[config.mk]
export PLATFORM = sky130hd
export DESIGN_NAME = aft_plane_regs
export DESIGN_NICKNAME = d
export VERILOG_FILES = /design/src/design/aabb_frustum_test_unit_defines.svh /design/src/design/aft_pkg.sv /design/src/design/aft_plane_regs.sv
export SDC_FILE = /design/constraint.sdc
export NUM_CORES = 1
export LEC_CHECK = 0
export BUFFER_PORTS_ARGS = -buffer_cell sky130_fd_sc_hd__buf_2
export CAP_MARGIN = 0
export CORE_ASPECT_RATIO = 0.6
export CORE_MARGIN = 10
export CORE_UTILIZATION = 53
export CTS_BUF_LIST = sky130_fd_sc_hd__clkbuf_8
export DETAILED_ROUTE_END_ITERATION = 7
export PLACE_DENSITY = 0.88
export SYNTH_ARGS = -nofsm -noshare
export SYNTH_HDL_FRONTEND = slang
export SYNTH_SLANG_ARGS = --single-unit
export TNS_END_PERCENT = 10
[constraint.sdc]
create_clock -name clk -period 1.04 [get_ports clk]
set_clock_uncertainty 0.1 [all_clocks]
set_input_delay 0.104 -clock clk [delete_from_list [all_inputs] [get_ports clk]]
set_output_delay 0.104 -clock clk [all_outputs]
set_load 0.005 [all_outputs]
[src/design/aabb_frustum_test_unit_defines.svh]
// ----------------------------------------------------------------------------
// aabb frustum test unit assertion macros
// shared concurrent assertion forms, clocked on clk, disabled in reset
// ----------------------------------------------------------------------------
`ifndef AABB_FRUSTUM_TEST_UNIT_DEFINES_SVH
`define AABB_FRUSTUM_TEST_UNIT_DEFINES_SVH

// same-cycle implication
`define AFT_ASSERT_SAME(lbl, ante, cons, msg) \
	lbl: assert property (@(posedge clk) disable iff (!arst_n) (ante) |-> (cons)) \
		else $error(msg);

// next-cycle implication
`define AFT_ASSERT_NEXT(lbl, ante, cons, msg) \
	lbl: assert property (@(posedge clk) disable iff (!arst_n) (ante) |=> (cons)) \
		else $error(msg);

`endif

[src/design/aft_pkg.sv]
// ----------------------------------------------------------------------------
// aft_pkg
// widths, plane field layout and pipeline control types for the box culler
// ----------------------------------------------------------------------------
`timescale 1ns / 1ps

package aft_pkg;

	localparam int COORD_W        = 24;  // Q15.8 box coordinates
	localparam int TAG_W          = 16;
	localparam int NRM_W          = 12;  // Q1.10 normal components
	localparam int OFS_W          = 28;  // Q19.8 plane offset
	localparam int PLANE_W        = 64;
	localparam int PLANE_REGS     = 6;
	localparam int NUM_PLANES_DEF = 6;
	localparam int CFG_IDX_W      = 3;
	localparam int AXES           = 3;

	localparam int C2_W    = COORD_W + 1;        // doubled center / extent
	localparam int ANRM_W  = NRM_W + 1;          // |n| as a signed operand
	localparam int PROD_W  = NRM_W + C2_W;       // n * c2, e2 * |n|
	localparam int DIST_W  = 40;                 // 2*dist, Q.18
	localparam int CULL_W  = DIST_W + 1;         // dist2 + rsum
	localparam int HALF_W  = DIST_W / 2;         // split of |dist2|
	localparam int PP_W    = 2 * HALF_W;         // one partial square
	localparam int SQ_W    = 2 * DIST_W;         // dist2 squared
	localparam int ESQ_W   = 2 * COORD_W;        // one squared extent
	localparam int EE_W    = ESQ_W + 2;          // sum of three
	localparam int EE_SHIFT = 20;                // Q.16 up to Q.36
	localparam int D_SHIFT  = 11;                // Q.8 offset, doubled, up to Q.18

	// plane register field positions
	localparam int NX_LSB  = 0;
	localparam int NY_LSB  = 12;
	localparam int NZ_LSB  = 24;
	localparam int OFS_LSB = 36;

	// load enables for the lane stages
	typedef struct packed {
		logic ld_s2;
		logic ld_s3;
		logic ld_s4;
		logic ld_s5;
	} aft_adv_t;

	function automatic logic signed [NRM_W-1:0] plane_nrm(
		input logic [PLANE_W-1:0] p,
		input logic [1:0] axis
	);
		logic [PLANE_W-1:0] sh;
		sh = p >> (axis * NRM_W);
		return sh[NRM_W-1:0];
	endfunction

	function automatic logic signed [OFS_W-1:0] plane_ofs(input logic [PLANE_W-1:0] p);
		return p[OFS_LSB +: OFS_W];
	endfunction

endpackage

[src/design/aft_plane_regs.sv]
// ----------------------------------------------------------------------------
// aft_plane_regs
// frustum plane register file, written through the configuration port
// ----------------------------------------------------------------------------
`timescale 1ns / 1ps

module aft_plane_regs
	import aft_pkg::*;
(
	input  logic                 clk,
	input  logic                 arst_n,
	input  logic                 cfg_we,
	input  logic [CFG_IDX_W-1:0] cfg_index,
	input  logic [PLANE_W-1:0]   cfg_data,
	output logic [PLANE_W-1:0]   plane_q [PLANE_REGS]
);

	always_ff @(posedge clk or negedge arst_n) begin
		if (!arst_n) begin
			for (int i = 0; i < PLANE_REGS; i++) begin
				plane_q[i] <= '0;
			end
		end else if (cfg_we && (cfg_index < CFG_IDX_W'(PLANE_REGS))) begin
			plane_q[cfg_index] <= cfg_data;
		end
	end

endmodule

-- After elaboration in Yosys (flattened, before gate mapping)
Index checks and enable logic that the tools add are counted.
- register bits after elaboration: 384
- latch bits: 0
- RAM bits: 0
- ROM bits: 0
- memories kept: 0
- $add $sub $neg: 0
- multiply operators: 0
- divide/modulo/power cells: 0
- order comparisons: 3
- eq/ne operators: 0
- shift-type cells: 0
- mux-type cells: 3
- bitwise logic cells: 1
- reductions and logical operators: 2
- operators by type and width (operator ; number):
    384-bit bitwise mux ; 1
    64-bit demux with 3-bit select ; 1
    64-bit two-way mux ; 1
    4-bit >= comparator (second input constant) ; 1
    4-bit by 1-bit < comparator with 1-bit output (second input constant) ; 1
    3-bit inverter with 4-bit output ; 1
    3-bit < comparator (second input constant) ; 1
    1-bit logical AND ; 2

-- Logic depth before layout (Yosys ltp)
Gate-level depths: netlist of run 1.
- depth in word-level cells: 6
- gate-level depth with buffers: 4
- gate-level depth less buffers: 2

-- Worst setup path before layout of run 1
OpenSTA, ideal clock, no wires.
- path type: input -> register
- from: input cfg_index[2]
- to: register plane_q[328] (netlist name)
- arrival time: 1.072 ns
- required time: 0.815 ns
- path slack: -0.257 ns
- cell stages on the path: 4
- buffers on the path: 2
- cells stage by stage: nor4b_1 -> buf_4 -> buf_6 -> mux2_2
- cells in the longest elaborated chain, start to end: 6
- ends and longest elaborated chain (item ; RTL line ; source):
    start: declaration ; aft_plane_regs.sv:13 ; input logic [CFG_IDX_W-1:0] cfg_index,
    3-bit inverter with 4-bit output (not written as such) ; aft_plane_regs.sv:24 ; plane_q[cfg_index] <= cfg_data;
    4-bit >= comparator (not written as such) / 4-bit by 1-bit < comparator with 1-bit output (equally long branches) ; aft_plane_regs.sv:24 ;
    1-bit logical AND (not written as such) ; aft_plane_regs.sv:24 ;
    64-bit two-way mux (not written as such) ; aft_plane_regs.sv:24 ;
    64-bit demux with 3-bit select ; aft_plane_regs.sv:24 ;
    384-bit bitwise mux ; aft_plane_regs.sv:24 ;
    end signal: indexed assignment ; aft_plane_regs.sv:24 ;
    end: declaration ; aft_plane_regs.sv:15 ; output logic [PLANE_W-1:0] plane_q [PLANE_REGS]
Several ways; a longest one is shown, not always the timed one.
A chain may end at the register's enable or synchronous reset.

-- Worst setup path after layout of run 1
- from: register plane_q[236] (netlist name)
- to: output plane_q[236] (netlist name)
No word-level cell between the ends.

==> summary.md, run 1 <==
| Metric | Value |
|---|---|
| Outcome | finished with violations |
| Violations in the final reports | setup timing |
| Vias in the first global route | 11,211 |
| Seq cells post-synth | 384 |
| Worst setup SP type | register |
| Reg-to-reg critical path startpoint | plane_q[54]$_DFFE_PN0P_ |
| Clock tree from TritonCTS | done |
| Starting utilization of the core area | 0.541 |
| Areal power density over the cells | 2170 nW/um^2 |
| CTS sink cnt | 384 |
| Internal reg-to-reg setup slack | -0.09 ns |
| Worst-skew pair later-pin latency | 0.58 ns |
| Register area | 9610 um^2 |
| Largest register FFs | 384 |
| Cell breakdown of the critical path | buf_6 |
| Most flops, register | plane_q |
| Number of H-tree levels | 2 |
| Normalized max-slew margin | 0.779 |
| Via count of the routed design | 10,015 |
| Area share of the leading cell type in the synthesized netlist | 0.668 |
| Per-cell via count in the routed design | 5.48 |
| Pre-Repair DR Iteration Count | 5 |
| Final Instance Area | 19,600 um^2 |
| Worst reg2reg endpoint | plane_q[54]$_DFFE_PN0P_ |
| Number of DRC markers after the initial detailed-route iteration | 589 |
| Clock tree root buffer cell | clkbuf_8 |
| Sum of buffers and inverters on the critical path | 1 |
| Final weighted congestion of routability-driven global placement | 0.838 |
| Fraction of layout cells with a size suffix above 1 | 0.677 |
| Die outline area | 34,300 um^2 |
| Critical Path Sink Type | output port |
| Cell count after synthesis | 816 |
| Crit path largest cell delay | 0.43 ns |
| Pins over their slew limit | 0 |
| Max-capacitance violation count | 0 |
| Post-Syn Area | 14,400 um^2 |
| Syn Area/Cell | 17.6 um^2 |
| Post-detailed-route count of antenna-violating nets | 0 |
| Maximum clock frequency | 736 MHz |
| Post-synthesis cell type with the largest combined area | dfrtp_1 |
| Main combinational cell family by area after synthesis | multiplexers |
| Worst hold slack across all endpoints | 0.0405 ns |
| Total Negative Setup Slacks | -102.11 ns |
| Count of boundary I/O pins | 454 |
| Antenna violations before repair | 1 |
| Area Overhead vs Synth | 36.2% |
| Commonest cells after routing, fill and taps aside | buf_2 (429), dfrtp_1 (384), mux2_2 (376), clkbuf_8 (67), dlygate4sd3_1 (66) |
| Adder and majority gate portion of the synthesized area | 0 |
| HPWL reported at the end of detailed placement | 31,500 um |
| Clock buffer count from CTS | 53 |
| Residual DRC count | 0 |
| Fill cell count | 1,542 |
| Clock-pin slew reported for the worst setup and hold paths after clock tree synthesis | 0.08 ns |
| Final routed wire length divided by cell count | 26.3 um |
| DP Area | 17,500 um^2 |
| Placed instance count | 1,637 |
| Worst supply voltage drop on vdd | 1.47 mV |
| Commonest non-fill, non-tap cell in the layout | buf_2 |
| Total power | 0.0425 W |
| Number of port buffers | 453 |
| Worst path top cell family by delay | flip-flops |
| Share of synthesized area occupied by flip-flops and latches | 0.668 |
| Classification of the worst setup path | reg -> out |
| Number of cell rows | 46 |
| Number of endpoints failing setup at the final stage | 388 |
| Largest fanout of any net on the critical path | 2 |
| Compound-cell area share of the yosys netlist | 0 |
| Post-synthesis share of cell area spent on xor and xnor gates | 0 |
| Worst Max-Slew Pin Slew | 0.332 ns |
| Count of yosys warnings during synthesis | 0 |
| Buffer levels on the longest clock path | 3 |
| Final net count | 1,494 |
| Setup repair after global routing missed its margin | true |
| Global route total overflow | 0 |
| Min-delay worst type | in -> async |
| Gr usage total | 0.271 |
| Biggest area contributors in the synthesized netlist | dfrtp_1 (67%), mux2_2 (30%), buf_6 (2.1%) |
| CP Data Required Time | 0.84 ns |
| Area of combinational cells with multiple inputs | 4430 um^2 |
| Post-layout worst setup margin | -0.319 ns |
| Cell leakage power | 9.50 nW |
| Drt total wl | 48,000 um |
| Arrival time worst endpoint | 1.16 ns |
| Slowest cell on the critical path | dfrtp_1 |
| Fin crit period | 1.36 ns |
| Largest registers ranked by flip-flop count | plane_q (384) |
| Die extent in y | 148 um |
| Simple-gate portion of the synthesized area | 0.00444 |
| Std-Cell Core Area | 26,600 um^2 |
| Number of cells on the worst reg-to-reg path | 3 |
| Post-synthesis net count | 886 |
| Cell Count, Final, Fillers Out | 1,827 |
| Largest net degree at the start of global routing | 65 |
| Cell variety after synth | 9 |
| Fin. Hold Viols | 0 |
| Post-route fraction of the period consumed by the critical path | 1.31 |
| Fraction of synthesized area in multiplexers | 0.301 |
| Global-route wire length before repair | 71,200 um |
| DIE WIDTH | 233 um |
==> cells in the mapped netlist <==
master and n:
dfrtp_1 384, mux2_2 379, buf_6 27, buf_2 14
mux2_1 5, and4bb_2 3, nand4b_1 2, buf_4 1
nor4b_1 1
==> through the flow <==
step	setup WS, ns	utilization
finish	-0.319	0.736
global route	-0.394	0.736
CTS	-0.337	0.728
detailed placement	-0.486	0.656
global placement	-0.449	0.656
floorplan	-0.190	-
==> logic make-up after synthesis <==
| logic type | Yosys count |
|---|---|
| flip-flops | 384 |
| multiplexers | 384 |
| AND/OR/NAND/NOR | 6 |
| buffers and inverters | 42 |
==> report_power, final <==
group	internal (W)	switching, W
Combinational	0.00555	0.00443
Clock	0.00631	0.00580
Sequential	0.0182	0.00215
==> per-layer routing <==
metal | global-route usage | up-vias | part of all wire
li1 | - | 4147 | -
met1 | 0.304 | 5201 | 0.36
met2 | 0.470 | 548 | 0.51
met3 | 0.0919 | 119 | 0.10
met4 | 0.101 | 0 | 0.037
met5 | 0 | - | 0
==> repair_timing <==
item / in CTS / in global routing
hold buffers: 66 / 0
gates resized for setup: 4 / 24
cloned: 0 / 0
setup endpoints to repair: 384 / 387
buffers inserted: 15 / 11
hold endpoints to repair: 768 / 0
==> layout make-up <==
| type | count | share of cell area |
|---|---|---|
| timing repair buffer | 595 | 0.203 |
| clock inverter | 30 | 0.00959 |
| antenna | 1 | 0.000128 |
| tap | 360 | 0.0230 |
| multi-input combinational | 390 | 0.226 |
| clock buffer | 67 | 0.0471 |
| sequential | 384 | 0.491 |
==> how the worst max path moves through the flow <==
stage	from	endpoint	slack [ns]	depth (start not counted)
2_1_floorplan	cfg_index[2]	plane_q[328]$_DFFE_PN0P_	-0.19	4
3_3_place_gp	cfg_index[2]	plane_q[377]$_DFFE_PN0P_	-0.45	5
3_5_place_dp	cfg_index[2]	plane_q[333]$_DFFE_PN0P_	-0.49	5
4_1_cts	plane_q[95]$_DFFE_PN0P_	plane_q[95]	-0.34	1
5_1_grt	plane_q[184]$_DFFE_PN0P_	plane_q[184]	-0.39	1
6_report	plane_q[236]$_DFFE_PN0P_	plane_q[236]	-0.32	1
No activity file was read; power rests on OpenSTA's default activity.
==> run 2: changes to the inputs <==
--- a/config.mk
+++ b/config.mk
@@ -9,10 +9,10 @@
 export CAP_MARGIN = 0
 export CORE_ASPECT_RATIO = 0.6
 export CORE_MARGIN = 10
-export CORE_UTILIZATION = 53
+export CORE_UTILIZATION = 50
 export CTS_BUF_LIST = sky130_fd_sc_hd__clkbuf_8
 export DETAILED_ROUTE_END_ITERATION = 7
-export PLACE_DENSITY = 0.88
+export PLACE_DENSITY = 0.84
 export SYNTH_ARGS = -nofsm -noshare
 export SYNTH_HDL_FRONTEND = slang
 export SYNTH_SLANG_ARGS = --single-unit
==> constraint.sdc (replaced) <==
create_clock -name clk -period 1.7 [get_ports clk]
set_clock_uncertainty 0.1 [all_clocks]
set_input_delay 0.17 -clock clk [delete_from_list [all_inputs] [get_ports clk]]
set_output_delay 0.17 -clock clk [all_outputs]
set_load 0.005 [all_outputs]
==> run 2 against run 1 <==
The flow now finishes without violations. Hold slack better by 0.097 ns. Non-clock buffer count shrank 35. Die area up 5.3%. Critical path depth increased by 4. Total power fell by 40%. Critical endpoint is now plane_q[192]$_DFFE_PN0P_.
==> summary.md, run 2 (synthesis gave the netlist of run 1 again) <==
| Metric | Value |
|---|---|
| Max-capacitance violation count | 0 (unchanged) |
| Crit path largest cell delay | 0.59 ns (+0.16 ns) |
| Number of DRC markers after the initial detailed-route iteration | 517 (-12%) |
| Number of inserted diodes | 0 (-1) |
| Worst-case setup slack after placement | -0.0540 ns (+0.432 ns) |
| Final routed wire length divided by cell count | 24.9 um (-5.1%) |
| Commonest non-fill, non-tap cell in the layout | buf_2 |
| Number of port buffers | 453 (unchanged) |
| Via count of the routed design | 9,604 (-4.1%) |
| Clock-pin slew reported for the worst setup and hold paths after clock tree synthesis | 0.07 ns (about the same) |
| Buffer levels on the longest clock path | 3 (unchanged) |
| Classification of the worst setup path | in -> async |
| Final net count | 1,461 (-2.2%) |
| Final weighted congestion of routability-driven global placement | 0.796 (-4.9%) |
| Count of boundary I/O pins | 454 (unchanged) |
| Cell breakdown of the critical path | dlygate4sd3_1 -> dlygate4sd3_1 -> buf_8 -> buf_4 -> buf_4 |
| Post-route fraction of the period consumed by the critical path | 0.867 |
| Vias in the first global route | 10,685 (-4.7%) |
| Comb pwr share | 0.219 (-0.016) |
| Fin. Hold Viols | 0 (unchanged) |
| Cell Count, Final, Fillers Out | 1,799 (-1.5%) |
| Pre-Repair DR Iteration Count | 5 (unchanged) |
| Number of H-tree levels | 2 (unchanged) |
| Antenna violations before repair | 0 (-1) |
| Worst-skew pair later-pin latency | 0.57 ns (about the same) |
| Proportion of total power due to net switching | 0.281 (-0.0107) |
| Global route total overflow | 0 (unchanged) |
| Worst Max-Slew Pin Slew | 0.544 ns (+0.212 ns) |
| Placed instance count | 1,635 (-0.12%) |
| Clock network fraction of total power | 0.295 (+0.010) |
| Arrival time worst endpoint | 2.16 ns (+1.00 ns) |
| Clock buffer count from CTS | 55 (+3.8%) |
| Drt total wl | 44,900 um (-6.6%) |
| Min-delay worst type | in -> reg |
| Post-detailed-route count of antenna-violating nets | 0 (unchanged) |
| Gr usage total | 0.243 (-0.0277) |
| Cell leakage power | 9.29 nW (-2.3%) |
| Critical Path Sink Type | async pin |
| Std-Cell Core Area | 27,900 um^2 (+5.0%) |
| CP Data Required Time | 2.39 ns (+1.55 ns) |
| Largest registers ranked by flip-flop count | plane_q (384) |
| # resized after CTS | 0 (-4) |
| Largest register FFs | 384 (unchanged) |
| Number of cell rows | 47 (+2.2%) |
| Total power | 0.0254 W (-40%) |
| Starting utilization of the core area | 0.515 (-0.0260) |
| Maximum clock frequency | 679 MHz |
| Area Overhead vs Synth | 33.5% |
| Post-layout worst setup margin | 0.227 ns (+0.546 ns) |
| Global-route wire length before repair | 67,700 um (-4.8%) |
| Clock tree from TritonCTS | done |
| Net load switching power | 0.00714 W (-42%) |
| Worst supply voltage drop on vdd | 1.28 mV (-13%) |
| Per-cell via count in the routed design | 5.34 (-2.6%) |
| Most flops, register | plane_q |
| CTS sink cnt | 384 (unchanged) |
| Fin crit period | 1.47 ns |
| Outcome | finished, final reports clean |
| Residual DRC count | 0 (unchanged) |
| Number of endpoints failing setup at the final stage | 0 (-100%) |
| DIE WIDTH | 239 um (+2.7%) |
| Pins over their slew limit | 0 (unchanged) |
| Clock tree root buffer cell | clkbuf_8 |
| Worst setup SP type | input port |
| Die extent in y | 151 um (+2.6%) |
| Commonest cells after routing, fill and taps aside | buf_2 (452), dfrtp_1 (384), mux2_2 (379), clkbuf_8 (75), dlygate4sd3_1 (66) |
| Areal power density over the cells | 1330 nW/um^2 (-39%) |
| HPWL reported at the end of detailed placement | 30,200 um (-4.0%) |
| Fin util | 0.687 (-0.0493) |
| Fraction of layout cells with a size suffix above 1 | 0.669 (-0.00768) |
| Power Internal | 0.0183 W (-39%) |
| Setup repair after global routing missed its margin | false |
| Largest net degree at the start of global routing | 49 (-25%) |
| Reg power frac | 0.486 (+0.006) |
| Die outline area | 36,200 um^2 (+5.3%) |
| Slowest cell on the critical path | dlygate4sd3_1 |
| Largest fanout of any net on the critical path | 42 (+40) |
| Normalized max-slew margin | 0.636 (-0.143) |
run 2: metrics by stage:
stage / hold slack, ns / TNS (ns) / area [um^2]
2_1_floorplan: -0.226 / 0 / 14400
3_3_place_gp: 0.00458 / -0.869 / 17400
3_5_place_dp: 0.00665 / -1.84 / 17400
4_1_cts: 0.0759 / 0 / 19200
5_1_grt: 0.0990 / 0 / 19200
6_report: 0.137 / 0 / 19200
run 2: layer usage:
| metal | vias to the layer above | global-route usage | part of all wire |
|---|---|---|---|
| met5 | - | 0 | 0 |
| li1 | 4055 | - | - |
| met4 | 0 | 0.0754 | 0.026 |
| met2 | 401 | 0.414 | 0.50 |
| met3 | 79 | 0.0831 | 0.085 |
| met1 | 5069 | 0.288 | 0.39 |
run 2: power by group through the flow:
stage	Combinational, W	Sequential, W	Clock (W)
3_3_place_gp	0.00529	0.0123	0
5_1_grt	0.00600	0.0126	0.00809
6_report	0.00558	0.0124	0.00751
2_1_floorplan	0.00190	0.0124	0
4_1_cts	0.00562	0.0123	0.00767
3_5_place_dp	0.00546	0.0124	0
run 2: final cells by class:
| cell class | instances | area [um^2] |
|---|---|---|
| clock inverter | 23 | 126 |
| timing repair buffer | 560 | 3560 |
| sequential | 384 | 9610 |
| tap | 367 | 459 |
| multi-input combinational | 390 | 4410 |
| fill | 1804 | 8740 |
| clock buffer | 75 | 1030 |
run 2: path summary, 6_finish.rpt:
check / to / cells past startpoint / slack [ns] / from
min in group asynchronous: plane_q[57]$_DFFE_PN0P_ / 3 / 0.53 / arst_n
max in group clk: plane_q[42] / 1 / 0.28 / plane_q[42]$_DFFE_PN0P_
worst max-delay path: plane_q[192]$_DFFE_PN0P_ / 5 / 0.23 / arst_n
worst max register to register: plane_q[234]$_DFFE_PN0P_ / 1 / 0.78 / plane_q[234]$_DFFE_PN0P_
worst min-delay path: plane_q[223]$_DFFE_PN0P_ / 3 / 0.14 / cfg_we
worst min register to register: plane_q[324]$_DFFE_PN0P_ / 1 / 0.39 / plane_q[324]$_DFFE_PN0P_
run 2: timing repair:
| action | CTS | global route |
|---|---|---|
| endpoints found under the hold margin | 768 | 0 |
| buffers inserted | 0 | 0 |
| hold buffers | 66 | 0 |
run 2: critical path, delay by kind of cell:
family	cells	cell delay, ns
buffers and inverters	5	1.95
